## src/hdl/mrf_pkg.sv

```systemverilog
// Package for the Modbus RTU request framer: payload types, codes and constants.
`timescale 1ns / 1ps
package mrf_pkg;

  localparam int unsigned QueueDepthDefault = 2;
  localparam logic [6:0]  MaxWriteWords     = 7'd123;
  localparam logic [6:0]  ReadLimit         = 7'd125;
  localparam logic [15:0] CrcInit           = 16'hFFFF;
  localparam logic [15:0] CrcPoly           = 16'hA001;

  localparam logic [7:0] FnReadHolding  = 8'h03;
  localparam logic [7:0] FnReadInput    = 8'h04;
  localparam logic [7:0] FnWriteSingle  = 8'h06;
  localparam logic [7:0] FnWriteMulti   = 8'h10;

  typedef enum logic [2:0] {
    REQ_READ_HOLD    = 3'd0,
    REQ_READ_INPUT   = 3'd1,
    REQ_WRITE_SINGLE = 3'd2,
    REQ_WRITE_MULTI  = 3'd3,
    REQ_DATA_WORD    = 3'd4
  } req_type_e;

  typedef struct packed {
    logic [2:0]  req_type;
    logic [7:0]  slave_addr;
    logic [15:0] reg_addr;
    logic [6:0]  reg_count;
    logic [15:0] data_word;
  } req_t;

  typedef struct packed {
    logic [7:0] tx_byte;
    logic       last;
    logic       error;
  } rsp_t;

  // One classified item, as queued between front and back.
  typedef struct packed {
    logic            err;      // rejected: one error result only
    logic            start;    // opens a new frame, CRC restarts
    logic            crc_en;   // append CRC after the data bytes
    logic [2:0]      n_bytes;  // data bytes in use, 1..7
    logic [6:0][7:0] bytes;    // bytes[0] goes out first
  } cmd_t;

endpackage

```

## src/hdl/mrf_front.sv

```systemverilog
// Front end: classifies request items, tracks owed data words, builds byte commands.
`timescale 1ns / 1ps
module mrf_front import mrf_pkg::*; (
  input  logic clk_i,
  input  logic rst_ni,
  input  logic in_valid_i,
  output logic in_stall_o,
  input  req_t in_data_i,
  output logic push_o,
  output cmd_t cmd_o,
  input  logic full_i
);

  logic [6:0] words_owed_q, words_owed_d;
  logic       accept;

  assign accept     = in_valid_i & ~full_i;
  assign in_stall_o = full_i;
  assign push_o     = accept;

  always_comb begin
    cmd_o        = '0;
    words_owed_d = words_owed_q;
    if (in_data_i.req_type > REQ_DATA_WORD) begin
      cmd_o.err = 1'b1;
    end else if (in_data_i.req_type != REQ_DATA_WORD && words_owed_q != 7'd0) begin
      cmd_o.err = 1'b1;
    end else begin
      unique case (req_type_e'(in_data_i.req_type))
        REQ_READ_HOLD, REQ_READ_INPUT: begin
          if (in_data_i.reg_count > ReadLimit) begin
            cmd_o.err = 1'b1;
          end else begin
            cmd_o.start    = 1'b1;
            cmd_o.crc_en   = 1'b1;
            cmd_o.n_bytes  = 3'd6;
            cmd_o.bytes[0] = in_data_i.slave_addr;
            cmd_o.bytes[1] = (in_data_i.req_type == REQ_READ_HOLD) ? FnReadHolding
                                                                    : FnReadInput;
            cmd_o.bytes[2] = in_data_i.reg_addr[15:8];
            cmd_o.bytes[3] = in_data_i.reg_addr[7:0];
            cmd_o.bytes[4] = 8'd0;
            cmd_o.bytes[5] = {1'b0, in_data_i.reg_count};
          end
        end
        REQ_WRITE_SINGLE: begin
          cmd_o.start    = 1'b1;
          cmd_o.crc_en   = 1'b1;
          cmd_o.n_bytes  = 3'd6;
          cmd_o.bytes[0] = in_data_i.slave_addr;
          cmd_o.bytes[1] = FnWriteSingle;
          cmd_o.bytes[2] = 8'd0;
          cmd_o.bytes[3] = in_data_i.reg_addr[7:0];
          cmd_o.bytes[4] = 8'd0;
          cmd_o.bytes[5] = in_data_i.data_word[7:0];
        end
        REQ_WRITE_MULTI: begin
          if (in_data_i.reg_count > MaxWriteWords) begin
            cmd_o.err = 1'b1;
          end else begin
            cmd_o.start    = 1'b1;
            cmd_o.crc_en   = (in_data_i.reg_count == 7'd0);
            cmd_o.n_bytes  = 3'd7;
            cmd_o.bytes[0] = in_data_i.slave_addr;
            cmd_o.bytes[1] = FnWriteMulti;
            cmd_o.bytes[2] = in_data_i.reg_addr[15:8];
            cmd_o.bytes[3] = in_data_i.reg_addr[7:0];
            cmd_o.bytes[4] = 8'd0;
            cmd_o.bytes[5] = {1'b0, in_data_i.reg_count};
            cmd_o.bytes[6] = {in_data_i.reg_count, 1'b0};
            words_owed_d   = in_data_i.reg_count;
          end
        end
        REQ_DATA_WORD: begin
          if (words_owed_q == 7'd0) begin
            cmd_o.err = 1'b1;
          end else begin
            cmd_o.crc_en   = (words_owed_q == 7'd1);
            cmd_o.n_bytes  = 3'd2;
            cmd_o.bytes[0] = in_data_i.data_word[15:8];
            cmd_o.bytes[1] = in_data_i.data_word[7:0];
            words_owed_d   = words_owed_q - 7'd1;
          end
        end
        default: cmd_o.err = 1'b1;
      endcase
    end
    // a rejected item emits a single zero byte and leaves the state alone
    if (cmd_o.err) begin
      cmd_o.n_bytes = 3'd1;
      cmd_o.bytes   = '0;
      cmd_o.start   = 1'b0;
      cmd_o.crc_en  = 1'b0;
      words_owed_d  = words_owed_q;
    end
  end

  always_ff @(posedge clk_i or negedge rst_ni) begin
    if (!rst_ni) begin
      words_owed_q <= 7'd0;
    end else if (accept) begin
      words_owed_q <= words_owed_d;
    end
  end

endmodule

```

## src/hdl/mrf_queue.sv

```systemverilog
// Short command queue between front and back end.
`timescale 1ns / 1ps
module mrf_queue import mrf_pkg::*; #(
  parameter int unsigned Depth = QueueDepthDefault
) (
  input  logic clk_i,
  input  logic rst_ni,
  input  logic push_i,
  input  cmd_t push_data_i,
  input  logic pop_i,
  output cmd_t pop_data_o,
  output logic full_o,
  output logic empty_o
);

  localparam int unsigned PtrW = (Depth > 1) ? $clog2(Depth) : 1;
  localparam int unsigned CntW = $clog2(Depth + 1);
  localparam logic [PtrW-1:0] PtrLast = PtrW'(Depth - 1);
  localparam logic [CntW-1:0] CntFull = CntW'(Depth);

  cmd_t            mem_q [Depth];
  logic [PtrW-1:0] wr_ptr_q, rd_ptr_q;
  logic [CntW-1:0] cnt_q;
  logic            do_push, do_pop;

  assign full_o     = (cnt_q == CntFull);
  assign empty_o    = (cnt_q == '0);
  assign do_push    = push_i & ~full_o;
  assign do_pop     = pop_i & ~empty_o;
  assign pop_data_o = mem_q[rd_ptr_q];

  always_ff @(posedge clk_i) begin
    if (do_push) begin
      mem_q[wr_ptr_q] <= push_data_i;
    end
  end

  always_ff @(posedge clk_i or negedge rst_ni) begin
    if (!rst_ni) begin
      wr_ptr_q <= '0;
      rd_ptr_q <= '0;
      cnt_q    <= '0;
    end else begin
      if (do_push) begin
        wr_ptr_q <= (wr_ptr_q == PtrLast) ? '0 : wr_ptr_q + 1'b1;
      end
      if (do_pop) begin
        rd_ptr_q <= (rd_ptr_q == PtrLast) ? '0 : rd_ptr_q + 1'b1;
      end
      if (do_push && !do_pop) begin
        cnt_q <= cnt_q + 1'b1;
      end else if (do_pop && !do_push) begin
        cnt_q <= cnt_q - 1'b1;
      end
    end
  end

endmodule

```

## src/hdl/mrf_back.sv

```systemverilog
// Back end: walks queued commands byte by byte, keeps the running CRC, output register.
`timescale 1ns / 1ps
module mrf_back import mrf_pkg::*; (
  input  logic clk_i,
  input  logic rst_ni,
  input  cmd_t cmd_i,
  input  logic empty_i,
  output logic pop_o,
  output logic out_valid_o,
  input  logic out_stall_i,
  output rsp_t out_data_o
);

  function automatic logic [15:0] crc_byte(logic [15:0] crc, logic [7:0] b);
    logic [15:0] c;
    c = crc ^ {8'd0, b};
    for (int i = 0; i < 8; i++) begin
      c = c[0] ? ((c >> 1) ^ CrcPoly) : (c >> 1);
    end
    return c;
  endfunction

  logic [15:0] crc_q, crc_d, crc_base;
  logic [3:0]  idx_q, idx_d, total;
  logic        out_valid_q;
  rsp_t        out_q, out_d;
  logic        load, is_last, in_data;
  logic [7:0]  cur_byte;

  assign load    = ~empty_i & (~out_valid_q | ~out_stall_i);
  assign total   = {1'b0, cmd_i.n_bytes} + (cmd_i.crc_en ? 4'd2 : 4'd0);
  assign is_last = (idx_q == total - 4'd1);
  assign in_data = (idx_q < {1'b0, cmd_i.n_bytes});
  assign pop_o   = load & is_last;

  always_comb begin
    crc_base = (cmd_i.start && idx_q == 4'd0) ? CrcInit : crc_q;
    if (cmd_i.err) begin
      cur_byte = 8'd0;
    end else if (in_data) begin
      cur_byte = cmd_i.bytes[idx_q[2:0]];
    end else if (idx_q == {1'b0, cmd_i.n_bytes}) begin
      cur_byte = crc_q[7:0];
    end else begin
      cur_byte = crc_q[15:8];
    end

    crc_d = crc_q;
    if (load && !cmd_i.err) begin
      if (in_data) begin
        crc_d = crc_byte(crc_base, cur_byte);
      end else if (is_last) begin
        crc_d = CrcInit;   // CRC high byte out, frame closed
      end
    end

    idx_d = idx_q;
    if (load) begin
      idx_d = is_last ? 4'd0 : idx_q + 4'd1;
    end

    out_d.tx_byte = cur_byte;
    out_d.last    = is_last;
    out_d.error   = cmd_i.err;
  end

  always_ff @(posedge clk_i or negedge rst_ni) begin
    if (!rst_ni) begin
      crc_q       <= CrcInit;
      idx_q       <= 4'd0;
      out_valid_q <= 1'b0;
    end else begin
      crc_q <= crc_d;
      idx_q <= idx_d;
      if (load) begin
        out_valid_q <= 1'b1;
      end else if (!out_stall_i) begin
        out_valid_q <= 1'b0;
      end
    end
  end

  always_ff @(posedge clk_i) begin
    if (load) begin
      out_q <= out_d;
    end
  end

  assign out_valid_o = out_valid_q;
  assign out_data_o  = out_q;

endmodule

```

## src/hdl/modbus_rtu_request_framer_top.sv

```systemverilog
// Top level of the Modbus RTU request framer.
`timescale 1ns / 1ps
// Turns request items into Modbus RTU master frame bytes with a CRC-16 (init 0xFFFF,
// poly 0xA001) appended low byte first. One output transfer carries one byte; an item
// gives 1 to 9 bytes (reads and write single 8, a write multiple header 7, or 9 with a
// zero count, a data word 2, or 4 with the CRC of the final word, a rejected item one
// error result). The back end emits one byte per cycle while the output is not stalled;
// this single byte path is what sets the sustained rate. The front end
// takes an item in any cycle while the command queue (QueueDepth entries) has room, so
// input transfers go on while earlier items are still being sent.
module modbus_rtu_request_framer_top import mrf_pkg::*; #(
  parameter int unsigned QueueDepth = QueueDepthDefault
) (
  input  logic clk_i,
  input  logic rst_ni,
  input  logic in_valid_i,
  output logic in_stall_o,
  input  req_t in_data_i,
  output logic out_valid_o,
  input  logic out_stall_i,
  output rsp_t out_data_o
);

  cmd_t push_cmd, head_cmd;
  logic push, pop, full, empty;

  mrf_front u_front (
    .clk_i      (clk_i),
    .rst_ni     (rst_ni),
    .in_valid_i (in_valid_i),
    .in_stall_o (in_stall_o),
    .in_data_i  (in_data_i),
    .push_o     (push),
    .cmd_o      (push_cmd),
    .full_i     (full)
  );

  mrf_queue #(
    .Depth (QueueDepth)
  ) u_queue (
    .clk_i       (clk_i),
    .rst_ni      (rst_ni),
    .push_i      (push),
    .push_data_i (push_cmd),
    .pop_i       (pop),
    .pop_data_o  (head_cmd),
    .full_o      (full),
    .empty_o     (empty)
  );

  mrf_back u_back (
    .clk_i       (clk_i),
    .rst_ni      (rst_ni),
    .cmd_i       (head_cmd),
    .empty_i     (empty),
    .pop_o       (pop),
    .out_valid_o (out_valid_o),
    .out_stall_i (out_stall_i),
    .out_data_o  (out_data_o)
  );

endmodule

```

## config.mk

```make
export PLATFORM = sky130hd
export DESIGN_NAME = modbus_rtu_request_framer_top
export DESIGN_NICKNAME = d
export VERILOG_FILES = /design/src/hdl/mrf_pkg.sv /design/src/hdl/mrf_front.sv /design/src/hdl/mrf_queue.sv /design/src/hdl/mrf_back.sv /design/src/hdl/modbus_rtu_request_framer_top.sv
export SDC_FILE = /design/constraint.sdc
export NUM_CORES = 1
export LEC_CHECK = 0
export BUFFER_PORTS_ARGS = -buffer_cell sky130_fd_sc_hd__buf_2
export CAP_MARGIN = 20
export CORE_UTILIZATION = 60
export DETAILED_ROUTE_END_ITERATION = 8
export PLACE_DENSITY = 0.85
export SLEW_MARGIN = 20
export SYNTH_ARGS = -nofsm -noshare
export SYNTH_HDL_FRONTEND = slang
export SYNTH_HIERARCHICAL = 1
export SYNTH_SLANG_ARGS = --single-unit
```

## constraint.sdc

```tcl
create_clock -name clk_i -period 5.3 [get_ports clk_i]
set_input_delay 0.53 -clock clk_i [delete_from_list [all_inputs] [get_ports clk_i]]
set_output_delay 0.53 -clock clk_i [all_outputs]
set_load 0.02 [all_outputs]
```

* After elaboration in Yosys (flattened, before gate mapping)
Memory sizes are Yosys's and may differ from the RTL's. Cells that the tools add are included. Widths: inputs -> output; s select.
Word-level totals: register bits 42, bits in latches 0, bits in writable memories 124, memory bits (read-only) 0, input bits 54, output and inout bits 12, word-level logic and storage cells 127, memories kept 1
Operators by class: add/sub/neg operators 8, $mul 0, divide/modulo/power cells 0, magnitude comparators 5, equality and inequality tests 12, shift-type cells 0, multiplexer cells 49, bitwise operators 22, reduce and logical (&&, ||, !) cells 20
Memories:
- u_queue.mem_q | words 2, bits a word 62, rd ports 1, clocked after Yosys merged registers in 0, wr ports 1, RTL line mrf_queue.sv:21 | cmd_t mem_q [Depth];
Operators with widths (number):
- $mux 61 | 4
- $mux 16 | 12
- $pmux 32 s3 | 1
- $pmux 16 s4 | 1
- $mux 47 | 1
- $mux 8 | 5
- $bmux 8 s3 | 1
- $not 2->3 | 8
- $pmux 4 s4 | 1
- $xor 16x8->16 | 1
- $gt 7x7->1 const B | 2
- $logic_not 7->1 | 2
- $mux 7 | 2
- $pmux 7 s2 | 1
- $mux 1 | 11
- $mux 4 | 2
- $eq 7x1->1 const B | 1
- $not 1->1 | 7
- $reduce_and 7->1 | 1
- $reduce_bool 7->1 | 1
- $sub 7x1->7 const B | 1
- $eq 3x2->1 const B | 2
- $mux 2 | 3
- $reduce_bool 2->1 | 3
- 30 further kinds | 42

* Logic depth before layout (Yosys ltp)
Gate-level depths: netlist of the first run. An unclocked memory read counts as a cell.
depth after elaboration 23, mapped depth 18, mapped depth without buffers 16

* By module
The synthesis of the first run kept the hierarchy.
By module, submodules not included:
- mrf_queue | instances 1, cells each 212, area each 4971.0 µm², sequential area each 3823.7 µm²
- mrf_back | instances 1, cells each 246, area each 2502.4 µm², sequential area each 845.8 µm²
- mrf_front | instances 1, cells each 164, area each 1193.6 µm², sequential area each 175.2 µm²

* Worst setup path before layout of the first run
No wires, ideal clock.
kind reg-to-reg, start point register u_queue.cnt_q[0], end point memory u_queue/mem_q[0][0] in the netlist's numbering, enable pin, library setup time 0.482 ns, arrival 3.659 ns, data required time 4.818 ns, setup slack 1.159 ns, stages on the path, launching flop included 7, buffers on the path 0, period minus slack after synthesis 4.141 ns, cell sequence dfrtp_1 nand2b_1 inv_1 nand2b_1 inv_1 nand2_1 nor2_1
Between the ends: cells in the longest elaborated chain, start to end 6
RTL lines:
- start: declaration | RTL line mrf_queue.sv:23 | logic [CntW-1:0] cnt_q;
- start signal: assignment | RTL line mrf_queue.sv:51 | cnt_q <= cnt_q + 1'b1;
- start signal: assignment | RTL line mrf_queue.sv:53 | cnt_q <= cnt_q - 1'b1;
- $eq 2x2->1 | RTL line mrf_queue.sv:26 | assign full_o = (cnt_q == CntFull);
- via full | RTL line modbus_rtu_request_framer_top.sv:25 | logic push, pop, full, empty;
- $not 1->1 | RTL line mrf_front.sv:17 | assign accept = in_valid_i & ~full_i;
- $and 1x1->1 | RTL line mrf_front.sv:17
- via push | RTL line modbus_rtu_request_framer_top.sv:25
- $and 1x1->1 | RTL line mrf_queue.sv:28 | assign do_push = push_i & ~full_o;
- $mux 1 | RTL line mrf_queue.sv:33 | if (do_push) begin
- $mux 1 (not written as such) | RTL line mrf_queue.sv:34 | mem_q[wr_ptr_q] <= push_data_i;
- end: declaration | RTL line mrf_queue.sv:21
The timed path passes the listed nets, and every way through them passes these cells.

==> results of run 1 <==
-- power by group --
| group | internal [mW] | switching (mW) |
|---|---|---|
| clock | 0.652 | 0.509 |
| combinational | 1.20 | 1.32 |
| sequential | 1.88 | 0.240 |
| total | 3.73 | 2.07 |
-- cells in the final DEF (no fill, tap or decap), types with 16 or more instances in the layout --
cell / synthesis / layout
sky130_fd_sc_hd__a21oi_1: 32 / 32
sky130_fd_sc_hd__inv_1: 24 / 24
sky130_fd_sc_hd__dfstp_2: 16 / 16
sky130_fd_sc_hd__clkbuf_16: 0 / 17
sky130_fd_sc_hd__buf_2: 4 / 65
sky130_fd_sc_hd__nor2_1: 38 / 37
sky130_fd_sc_hd__edfxtp_1: 134 / 134
sky130_fd_sc_hd__mux2i_1: 20 / 20
sky130_fd_sc_hd__xnor2_1: 28 / 28
sky130_fd_sc_hd__mux2_4: 59 / 59
sky130_fd_sc_hd__a22o_1: 18 / 18
sky130_fd_sc_hd__nand2_1: 29 / 29
sky130_fd_sc_hd__and2_1: 18 / 18
-- cell families after synthesis --
kind of cell	Yosys count	synth area share
xor+xnor	44	0.0487
simple gates	135	0.0842
buf+inv	62	0.0461
flops	166	0.559
mux	88	0.138
compound gates	114	0.105
other cells	1	0.000433
fa+ha+maj	12	0.0182
-- worst max-delay path, delay by kind of cell (launching register included) --
| kind | cells | cell delay (ns) |
|---|---|---|
| AOI/OAI and AO/OA | 4 | 0.90 |
| muxes | 2 | 0.39 |
| DFF | 1 | 0.48 |
| buffers and inverters | 1 | 0.84 |
| xor gates and xnor gates | 4 | 1.05 |
-- worst max-delay path by stage --
stage / slack, ns / depth (start not counted) / startpoint / to
6_report: 1.54 / 11 / u_queue/rd_ptr_q$_DFFE_PN0P_ / u_back/crc_q[15]$_DFFE_PN1P_
5_1_grt: 1.31 / 11 / u_queue/rd_ptr_q$_DFFE_PN0P_ / u_back/crc_q[0]$_DFFE_PN1P_
4_1_cts: 1.56 / 11 / u_queue/rd_ptr_q$_DFFE_PN0P_ / u_back/crc_q[15]$_DFFE_PN1P_
3_5_place_dp: 1.57 / 11 / u_queue/rd_ptr_q$_DFFE_PN0P_ / u_back/crc_q[14]$_DFFE_PN1P_
3_3_place_gp: 1.71 / 11 / u_queue/rd_ptr_q$_DFFE_PN0P_ / u_back/crc_q[15]$_DFFE_PN1P_
2_1_floorplan: 1.16 / 6 / u_queue/cnt_q[0]$_DFFE_PN0P_ / u_queue/mem_q[0][0]$_DFFE_PP_
-- registers in the layout (all words and copies together) (netlist names) --
name and count:
u_back/out_data_o 10, u_queue/rd_ptr_q 1, u_queue/wr_ptr_q 1, u_queue/cnt_q 2, u_front/words_owed_q 7, u_queue/mem_q 124
u_back/out_valid_o 1, u_back/idx_q 4, u_back/crc_q 16
-- cells in the mapped netlist, types with 6 or more instances --
master | count | area, um^2
sky130_fd_sc_hd__a21oi_1 | 32 | 160
sky130_fd_sc_hd__a22o_1 | 18 | 158
sky130_fd_sc_hd__and2_1 | 18 | 113
sky130_fd_sc_hd__and3_1 | 9 | 56.3
sky130_fd_sc_hd__buf_12 | 6 | 120
sky130_fd_sc_hd__buf_4 | 11 | 82.6
sky130_fd_sc_hd__clkbuf_1 | 11 | 41.3
sky130_fd_sc_hd__dfrtp_1 | 16 | 400
sky130_fd_sc_hd__dfstp_2 | 16 | 420
sky130_fd_sc_hd__edfxtp_1 | 134 | 4020
sky130_fd_sc_hd__ha_1 | 11 | 138
sky130_fd_sc_hd__inv_1 | 24 | 90.1
sky130_fd_sc_hd__mux2_2 | 7 | 78.8
sky130_fd_sc_hd__mux2_4 | 59 | 886
sky130_fd_sc_hd__mux2i_1 | 20 | 200
sky130_fd_sc_hd__nand2_1 | 29 | 109
sky130_fd_sc_hd__nor2_1 | 38 | 143
sky130_fd_sc_hd__nor3_1 | 7 | 35.0
sky130_fd_sc_hd__o21ai_0 | 13 | 65.1
sky130_fd_sc_hd__xnor2_1 | 28 | 245
sky130_fd_sc_hd__xor2_1 | 12 | 105
-- metrics by stage --
stage	setup slack (ns)	hold slack [ns]	cell area (um^2)	instances
floorplan	1.16	0.234	8700	630
global placement	1.71	0.499	9010	845
detailed placement	1.57	0.507	9010	845
CTS	1.56	0.181	9560	877
global route	1.31	0.210	9580	878
finish	1.54	0.169	9580	878
-- per-layer routing --
layer	routed length, um	share of wire	vias up	GRT usage
met2	8820	0.49	212	0.403
met5	0	0	-	0
met4	359	0.020	0	0.107
met3	1110	0.062	27	0.0655
met1	7690	0.43	2659	0.341
li1	-	-	2440	-
-- layout make-up --
cell class	instances	area (um^2)
Clock buffer	19	433
Clock inverter	13	124
Fill cell	921	4400
Inverter	25	93.8
Multi-Input combinational cell	402	3460
Sequential cell	166	4850
Tap cell	180	225
Timing Repair Buffer	73	398
==> results.md, run 1 <==
* Result of the run: finished clean
* Critical-path maximum fanout at 58
* Count of synthesis-stage warnings from yosys at 6
* Sort of element at the start of the critical path: register
* Critical Path Max Stage Delay at roughly 0.84 ns
* Endpoint of the worst-slack reg-to-reg timing path: u_back/crc_q[15]$_DFFE_PN1P_
* Site row count at 43
* Initial antenna violation count at 0
* Setup repair after global routing missed its margin: no
* Initial core utilization at 0.620
* Worst rel slew slack at 0.287
* Nets@finish at ~750
* Worst r2r src: u_queue/rd_ptr_q$_DFFE_PN0P_
* Data required time at the worst endpoint at 5.66 ns
* Power consumption at 5.81 mW
* Via Count at 5338
* TritonCTS Buffers at 17
* Synth Register Bits at 166
* Leak at between 3 and 4 nW
* Wire length of the first global-routing pass at ~28 mm
* Maximum clock skew at final layout at between 0.008 and 0.009 ns
* Startpoint-to-endpoint class of the critical path: register to register
* Mean routed wirelength per cell at roughly 20 um
* Worst path slowest cell: sky130_fd_sc_hd__buf_4
* Post-synth EDFFs at 134
* Wirelength, routed at 18.0 mm
* Floorplan Core Area at 14000 um^2
* Clock root buffer: sky130_fd_sc_hd__clkbuf_16
* Pin count of the biggest net entering global routing at between 60 and 70
* Critical Path Sink Type: register
* Die height at around 120 um
* Transition time at the pin with the least slew margin at around 1.1 ns
* Half-perimeter wire length after placement at ~12 mm
* Full die area at 14900 um^2
* Proportion of synthesized chip area in sequential cells at 0.559
* Clock insertion delay at the later pin of the skew report at around 0.43 ns
* Async set or reset register ratio after synthesis at 0.193
* Worst IR Drop VDD at around 330 uV
* Area grow syn2layout at 10.6%
* Worst Reg-to-Reg Cells at 11
* # Post-CTS Setup Buffers at 0
* Layout cell share with drive strength beyond 1 at 0.311
* Sinks on the clock net at between 150 and 200
* Remaining number of nets flagged by the antenna check after routing at 0
* Count of endpoints failing setup in the final report at 0
* DRC violations left at 0
* Total of cells resized after clock tree synthesis at 0
* All-Layer GR Usage at 0.257
* Clk pin slew, worst setup/hold paths at approximately 0.07 ns
* Clock tree from TritonCTS: built
* Longest Clk Path Bufs at 2
* Count of endpoints failing hold in the final timing report at 0
* Iteration-0 DRC Markers at approximately 570
* Reg2reg setup slack at between 1.5 and 2 ns
* I/O pin count at 66
* Final worst path period share at 0.709
* Cell Chain, Critical Path: buf_4, mux2_2, mux2i_1, o221ai_1, a21oi_2, a311oi_4, xnor3_1, xor2_1, xnor2_2, xnor2_1, a21oi_1
* Number of levels the H-tree was split into at 4
* Number of global-route vias before repair at around 5300
* Worst endpoint data arrival time at between 4 and 5 ns
* Post-Synthesis Cells at roughly 620
* Port buffer count at 65
* Hold Crit Class: input pin to async pin
* Util after Layout at 0.685
* Prevailing post-synth register cell: sky130_fd_sc_hd__edfxtp_1
* Max cap viols at 0
* Post-synth cell types at between 70 and 80
* Highest achievable clock rate at roughly 270 MHz
* Synthesized area per cell at between 10 and 15 um^2
* Cts hold-fix bufs at 0
* Sum of negative setup slack at 0 ns
* Final Critical Period at ~3.8 ns
* Global route overflow at 0
* Detail-routed via count per cell at 6.08
* Number of iterations in the first detailed-routing pass at 5
* Areal power density over the cells at around 610 nW/um^2
* Number of diodes added for antenna fixing at 0
* Post-Syn Area at 8670 um^2
* GP Congestion at just over 0.9
* Die width at about 120 um
* Final count of pins violating max slew at 0
(Power assumes the default switching activity.)
==> run 2: changes to the inputs <==
- ABC_AREA: default -> 1
- PLACE_DENSITY: 0.85 -> 0.84
- clock period: 5.3 -> 3.85 ns (I/O delays scaled with it)
==> run 2 against run 1 <==
Compared with the run above:
- global-route usage rose by 1.6 points
- non-clock buffer count rose by 3
- synthesized cell count rose by 73%
- first-iteration DRC count is 15% higher
- clock skew barely moved
- total power rose by 56%
- maximum frequency up 11%
- via count up 37%
- wire length up 14%
- die area increased by 7.5%
- register-to-register slack worse by 1.1 ns
- cell count rose by 52%
- critical path type unchanged
- largest cell class unchanged
==> results.md, run 2 <==
* Switching portion of total power at 0.439 (+0.0820)
* Max cap viols at 0 (unchanged)
* Area grow syn2layout at 9.96%
* Final worst path period share at 0.879 (+0.170)
* Register name with the most flops: u_queue/mem_q
* Highest achievable clock rate at 296 MHz (+11%)
* Maximum clock skew at final layout at 0.00815 ns (-0.000115 ns)
* I/O pin count at 66 (unchanged)
* Initial core utilization at 0.614 (-0.00584)
* Number of diodes added for antenna fixing at 0 (unchanged)
* Critical Path Sink Type: register
* Initial antenna violation count at 0 (unchanged)
* # Post-CTS Setup Buffers at 0 (unchanged)
* Met1 usage in global routing at 0.336 (-0.00496)
* Count of synthesis-stage warnings from yosys at 6 (unchanged)
* Async set or reset register ratio after synthesis at 0.193 (unchanged)
* Sort of element at the start of the critical path: register
* Nets@finish at 1197 (+59%)
* Most congested layer reported by global routing: met2
* Synthesized area per cell at 8.69 um^2 (-38%)
* Sum of negative setup slack at 0 ns (unchanged)
* Prevailing post-synth register cell: sky130_fd_sc_hd__edfxtp_1
* Pin count of the biggest net entering global routing at 63 (unchanged)
* Most common cell after layout, fill and taps aside: sky130_fd_sc_hd__nand2_1
* Full die area at 16100 um^2 (+7.5%)
* Wirelength, routed at 20.5 mm (+14%)
* DRC violations left at 0 (unchanged)
* Result of the run: finished clean
* Port buffer count at 65 (unchanged)
* Detail-routed via count per cell at 5.47 (-10%)
* Half-perimeter wire length after placement at 14.0 mm (+17%)
* Number of iterations in the first detailed-routing pass at 8 (+3)
* Portion of total power attributed to the clock network at 0.202 (+0.002)
* Top library cells by usage in the layout, fill and taps aside: sky130_fd_sc_hd__nand2_1 (413), sky130_fd_sc_hd__edfxtp_1 (134), sky130_fd_sc_hd__inv_1 (117)
* TritonCTS Buffers at 17 (unchanged)
* All-Layer GR Usage at 0.273 (+0.0155)
* Number of levels the H-tree was split into at 4 (unchanged)
* Final count of pins violating max slew at 0 (unchanged)
* Worst IR Drop VDD at 434 uV (+30%)
* Clock insertion delay at the later pin of the skew report at 0.43 ns (about the same)
* Wire length of the first global-routing pass at 33.5 mm (+20%)
* Internal Pwr Total at 5.08 mW (+36%)
* Site row count at 45 (+4.7%)
* Synth Register Bits at 166 (unchanged)
* Met3 demand-to-capacity share in global routing at 0.0599 (-0.00565)
* Final Critical Period at 3.38 ns (-0.374 ns)
* Most used standard cell by instance count after synthesis: sky130_fd_sc_hd__nand2_1
* Hold Crit Class: input pin to async pin
* Sinks on the clock net at 166 (unchanged)
* Floorplan Core Area at 15200 um^2 (+8.7%)
* Switching power total at 3.97 mW (+92%)
* Via Count at 7289 (+37%)
* Logic pwr share at 0.480 (+0.045)
* Met2 track demand over resource at 0.458 (+0.0543)
* Clock root buffer: sky130_fd_sc_hd__clkbuf_16
* Clk pin slew, worst setup/hold paths at 0.06 ns (about the same)
* Total of cells resized after clock tree synthesis at 0 (unchanged)
* Yosys top cell area share at 0.431 (-0.0330)
* Leak at 4.81 nW (+26%)
* Sequential fraction of design power at 0.318 (-0.047)
* Iteration-0 DRC Markers at 652 (+15%)
* Number of flip-flops under the largest register name at 124 (unchanged)
* Critical-path maximum fanout at 11 (-81%)
* Placed standard-cell area at 9620 um^2 (+6.8%)
* Post-synth cell types at 52 (-33%)
* Post-synth top cells: sky130_fd_sc_hd__nand2_1 (413), sky130_fd_sc_hd__edfxtp_1 (134), sky130_fd_sc_hd__inv_1 (118)
* Cts hold-fix bufs at 0 (unchanged)
* Worst rel slew slack at 0.428 (+0.141)
* Setup repair after global routing missed its margin: no
* Yosys top cell by area: sky130_fd_sc_hd__edfxtp_1
* Die width at 127 um (+3.7%)
* Data required time at the worst endpoint at 4.21 ns (-1.45 ns)
* Areal power density over the cells at 882 nW/um^2 (+46%)
* GP Congestion at 0.944 (+3.7%)
* Count of endpoints failing setup in the final report at 0 (unchanged)
* Die height at 127 um (+3.7%)
* Remaining number of nets flagged by the antenna check after routing at 0 (unchanged)
* Post-Syn Area at 9330 um^2 (+7.7%)
* Worst endpoint data arrival time at 3.74 ns (-0.38 ns)
* Leading cell types by total area after synthesis: sky130_fd_sc_hd__edfxtp_1 (43%), sky130_fd_sc_hd__nand2_1 (17%), sky130_fd_sc_hd__inv_1 (4.7%)
* Global route overflow at 0 (unchanged)
* Transition time at the pin with the least slew margin at 0.857 ns (-0.212 ns)
* Clock tree from TritonCTS: built
* Count of endpoints failing hold in the final timing report at 0 (unchanged)
* Post-route standard cell area excluding fillers at 10300 um^2 (+7.0%)
* Longest Clk Path Bufs at 2 (unchanged)
* Number of global-route vias before repair at 7129 (+34%)
* Proportion of synthesized chip area in sequential cells at 0.519 (-0.0397)
* Mean routed wirelength per cell at 15.4 um (-25%)
* Layout cell share with drive strength beyond 1 at 0.186 (-0.125)
* Startpoint-to-endpoint class of the critical path: register to register
* Post-Synthesis Cells at 1074 (+73%)
* Post-synth EDFFs at 134 (unchanged)
## run 2: path summary, 6_finish.rpt
check,slack [ns],startpoint,depth (start not counted),endpoint
worst min-delay path,0.04,rst_ni,1,u_back/idx_q[0]$_DFFE_PN0P_
worst min register to register,0.49,u_back/out_valid_o$_DFFE_PN0P_,2,u_back/out_valid_o$_DFFE_PN0P_
worst max-delay path,0.47,u_queue/rd_ptr_q$_DFFE_PN0P_,17,u_back/crc_q[7]$_DFFE_PN1P_
worst max register to register,0.47,u_queue/rd_ptr_q$_DFFE_PN0P_,17,u_back/crc_q[7]$_DFFE_PN1P_
max in group asynchronous,3.26,rst_ni,1,u_queue/rd_ptr_q$_DFFE_PN0P_
min in group clk_i,0.18,out_stall_i,3,u_back/out_valid_o$_DFFE_PN0P_
## run 2: cell families after synthesis
group                    Yosys count  share of synthesized area
XOR/XNOR                           8                    0.00751
other                              1                   0.000402
buffers and inverters            179                     0.0982
adder cells (fa/ha/maj)           12                     0.0169
AO/OA/AOI/OAI                     74                     0.0587
flip-flops                       166                      0.519
AND/OR/NAND/NOR                  634                      0.299
## run 2: layer usage
metal / wire (um) / vias up
li1: - / 3554
met1: 8450 / 3378
met2: 9990 / 308
met3: 1430 / 49
met4: 647 / 0
met5: 0 / -
## run 2: area by class of cell
type,instances,area (um^2)
Multi-Input combinational cell,737,3610
Sequential cell,166,4850
Inverter,133,519
Tap cell,188,235
Fill cell,1133,4940
Clock buffer,19,453
Clock inverter,13,191
Timing Repair Buffer,76,408
## run 2: power by group through the flow
stage | Sequential (mW) | Combinational [mW] | Clock (mW)
6_report | 2.88 | 4.35 | 1.83
5_1_grt | 2.93 | 4.82 | 1.92
4_1_cts | 2.87 | 4.32 | 1.85
3_5_place_dp | 2.90 | 4.29 | 0
3_3_place_gp | 2.89 | 4.16 | 0
2_1_floorplan | 2.92 | 3.47 | 0
## run 2: critical path, cell delays in order, from the launching register on
cell and delay (ns):
sky130_fd_sc_hd__dfrtp_2 0.49, sky130_fd_sc_hd__inv_6 0.11, sky130_fd_sc_hd__nand2_1 0.06, sky130_fd_sc_hd__nand2_1 0.06, sky130_fd_sc_hd__inv_1 0.07, sky130_fd_sc_hd__ha_1 0.29, sky130_fd_sc_hd__inv_1 0.04, sky130_fd_sc_hd__ha_1 0.18
sky130_fd_sc_hd__fa_1 0.53, sky130_fd_sc_hd__o22ai_1 0.12, sky130_fd_sc_hd__a211oi_2 0.16, sky130_fd_sc_hd__nand2_1 0.15, sky130_fd_sc_hd__nand2_2 0.11, sky130_fd_sc_hd__nand3_4 0.13, sky130_fd_sc_hd__nor2_4 0.27, sky130_fd_sc_hd__inv_1 0.18
sky130_fd_sc_hd__o32ai_1 0.30, sky130_fd_sc_hd__inv_1 0.07
## run 2: per-stage QoR
stage / utilization / power [mW] / hold slack [ns] / setup slack (ns) / cells
floorplan: - / 6.39 / 0.0894 / 0.00294 / 1082
global placement: 0.633 / 7.05 / 0.463 / 0.706 / 1300
detailed placement: 0.633 / 7.19 / 0.474 / 0.555 / 1300
CTS: 0.675 / 9.04 / 0.0538 / 0.494 / 1332
global route: 0.675 / 9.67 / 0.100 / 0.261 / 1332
finish: 0.675 / 9.05 / 0.0430 / 0.468 / 1332
==> run 3: changes to the inputs <==
- CORE_MARGIN: default -> 2
==> run 3 against run 2 <==
Compared with the run above:
- utilization fell by 0.48 points
- non-clock buffer count is 1 lower
- cell count barely moved
- sequential power barely moved
- critical endpoint is now u_back/crc_q[10]$_DFFE_PN1P_
==> results.md, run 3 (synthesized netlist as in run 2, its figures left out) <==
* Via Count at 7369 (+1.1%)
* Layout cell share with drive strength beyond 1 at 0.183 (-0.00334)
* Highest achievable clock rate at 301 MHz (+1.7%)
* DRC violations left at 0 (unchanged)
* Critical Path Sink Type: register
* Final Critical Period at 3.32 ns (-0.0575 ns)
* Nets@finish at 1196 (-0.084%)
* Sum of negative setup slack at 0 ns (unchanged)
* Number of iterations in the first detailed-routing pass at 7 (-1)
* Iteration-0 DRC Markers at 858 (+32%)
* Total of cells resized after clock tree synthesis at 0 (unchanged)
* Initial antenna violation count at 0 (unchanged)
* Clock tree from TritonCTS: built
* Clock root buffer: sky130_fd_sc_hd__clkbuf_16
* Top library cells by usage in the layout, fill and taps aside: sky130_fd_sc_hd__nand2_1 (413), sky130_fd_sc_hd__edfxtp_1 (134), sky130_fd_sc_hd__inv_1 (117)
* Number of global-route vias before repair at 6969 (-2.2%)
* Data required time at the worst endpoint at 4.21 ns (about the same)
* Transition time at the pin with the least slew margin at 0.844 ns (-0.0129 ns)
* Worst endpoint data arrival time at 3.69 ns (-0.05 ns)
* Util after Layout at 0.670 (-0.00477)
* Clk pin slew, worst setup/hold paths at 0.06 ns (about the same)
* Port buffer count at 65 (unchanged)
* Total length of routed met3 wires at 1.49 mm (+4.4%)
* Number of flip-flops under the largest register name at 124 (unchanged)
* Routed wire length on met2 at 10.2 mm (+1.9%)
* Portion of total power attributed to the clock network at 0.185 (-0.017)
* Areal power density over the cells at 877 nW/um^2 (-0.58%)
* Library cell appearing most often on the critical path: sky130_fd_sc_hd__inv_1
* Post-Layout Cell Count at 1331 (-0.075%)
* Number of placed instances, taps included at 1299 (-0.077%)
* Detail-routed via count per cell at 5.54 (+1.2%)
* Logic pwr share at 0.493 (+0.013)
* Cts hold-fix bufs at 0 (unchanged)
* Longest Clk Path Bufs at 2 (unchanged)
* Switching portion of total power at 0.449 (+0.00971)
* Clock insertion delay at the later pin of the skew report at 0.43 ns (about the same)
* Floorplan Core Area at 15200 um^2 (unchanged)
* Worst Hold Slack at 0.0361 ns (-0.00690 ns)
* All-Layer GR Usage at 0.263 (-0.00918)
* Critical Path Max Stage Delay at 0.52 ns (about the same)
* Sort of element at the start of the critical path: register
* Initial core utilization at 0.614 (unchanged)
* Number of diodes added for antenna fixing at 0 (unchanged)
* Final count of pins violating max slew at 0 (unchanged)
* Result of the run: finished clean
* Worst rel slew slack at 0.437 (+0.00860)
* Max cap viols at 0 (unchanged)
* Die width at 129 um (+1.6%)
* Wirelength, routed at 20.7 mm (+0.94%)
* Cell Chain, Critical Path: inv_6, nand2_1, nand2_1, inv_1, ha_1, inv_1, ha_1, fa_1, o22ai_1, a211oi_2, nand2_1, nand2_2, nand3_4, nor2_4, inv_1, a21oi_1, o21ai_0, o21ai_0, inv_1
* Switching power total at 4.01 mW (+0.91%)
* Sequential fraction of design power at 0.322 (+0.004)
* Pin count of the biggest net entering global routing at 63 (unchanged)
* # Post-CTS Setup Buffers at 0 (unchanged)
* Number of levels the H-tree was split into at 4 (unchanged)
* Die height at 129 um (+1.6%)
* Internal Pwr Total at 4.93 mW (-3.0%)
* M1 WL at 8.57 mm (+1.5%)
* Wire length of the first global-routing pass at 33.6 mm (+0.27%)
* TritonCTS Buffers at 17 (unchanged)
* Most common cell after layout, fill and taps aside: sky130_fd_sc_hd__nand2_1
* Hold Crit Class: input pin to async pin
* Sinks on the clock net at 166 (unchanged)
* GP Congestion at 0.935 (-0.93%)
* Final worst path period share at 0.864 (-0.0149)
* Maximum clock skew at final layout at 0.00787 ns (-0.000282 ns)
* Critical-path maximum fanout at 11 (unchanged)
* Highest signal layer in the routed design: met4
* Count of endpoints failing hold in the final timing report at 0 (unchanged)
* Leak at 4.76 nW (-0.94%)
* Half-perimeter wire length after placement at 13.9 mm (-0.97%)
* Area grow syn2layout at 9.19%
* Setup repair after global routing missed its margin: no
* Count of endpoints failing setup in the final report at 0 (unchanged)
* I/O pin count at 66 (unchanged)
* Worst path slowest cell: sky130_fd_sc_hd__fa_1
* Startpoint-to-endpoint class of the critical path: register to register
* Site row count at 45 (unchanged)
* Global route overflow at 0 (unchanged)
* Power consumption at 8.93 mW (-1.3%)
* Full die area at 16600 um^2 (+3.2%)
* Register name with the most flops: u_queue/mem_q
* Worst IR Drop VDD at 429 uV (-1.1%)
* Mean routed wirelength per cell at 15.6 um (+1.0%)
* Remaining number of nets flagged by the antenna check after routing at 0 (unchanged)
-- run 3: per-stage QoR --
stage,instance area (um^2),worst slack (ns)
after floorplan,9360,0.00294
after global placement,9610,0.715
after detailed placement,9610,0.594
after CTS,10200,0.569
after global routing,10200,0.291
final,10200,0.525
-- run 3: final cells by class --
class                   count  area, um^2
fillers                  1168        5010
flip-flops and latches    166        4850
multi-input cells         737        3610
inverters                 133         519
clock buffers              21         450
repair buffers             75         400
well taps                 188         235
clock inverters            11         129
-- run 3: routing by layer --
layer  track usage  vias to the layer above
met2         0.441                      346
met3        0.0607                       43
met5             0                        -
li1              -                     3546
met1         0.340                     3434
met4        0.0921                        0
-- run 3: power groups by stage --
stage / Clock [mW] / Combinational [mW] / Sequential, mW
after global routing: 1.74 / 4.86 / 2.94
after floorplan: 0 / 3.47 / 2.92
after global placement: 0 / 4.15 / 2.89
after CTS: 1.67 / 4.32 / 2.88
after detailed placement: 0 / 4.27 / 2.91
final: 1.65 / 4.40 / 2.88
-- run 3: worst paths after layout --
path / from / slack (ns) / end / cells after the start
max: u_queue/rd_ptr_q$_DFFE_PN0P_ / 0.53 / u_back/crc_q[10]$_DFFE_PN1P_ / 19
min: rst_ni / 0.04 / u_back/idx_q[1]$_DFFE_PN0P_ / 1
max reg2reg: u_queue/rd_ptr_q$_DFFE_PN0P_ / 0.53 / u_back/crc_q[10]$_DFFE_PN1P_ / 19
min reg2reg: u_queue/wr_ptr_q$_DFFE_PN0P_ / 0.49 / u_queue/wr_ptr_q$_DFFE_PN0P_ / 2
max in group asynchronous: rst_ni / 3.28 / u_queue/rd_ptr_q$_DFFE_PN0P_ / 1
min in group clk_i: out_stall_i / 0.17 / u_back/out_valid_o$_DFFE_PN0P_ / 3
-- run 3: critical path, delay by kind of cell, from the launching register on --
kind,cells,cell delay (ns)
adder cells (fa/ha/maj),3,0.98
AND/OR/NAND/NOR,6,0.76
AO/OA/AOI/OAI,5,0.58
flip-flops,1,0.49
buffers and inverters,5,0.45
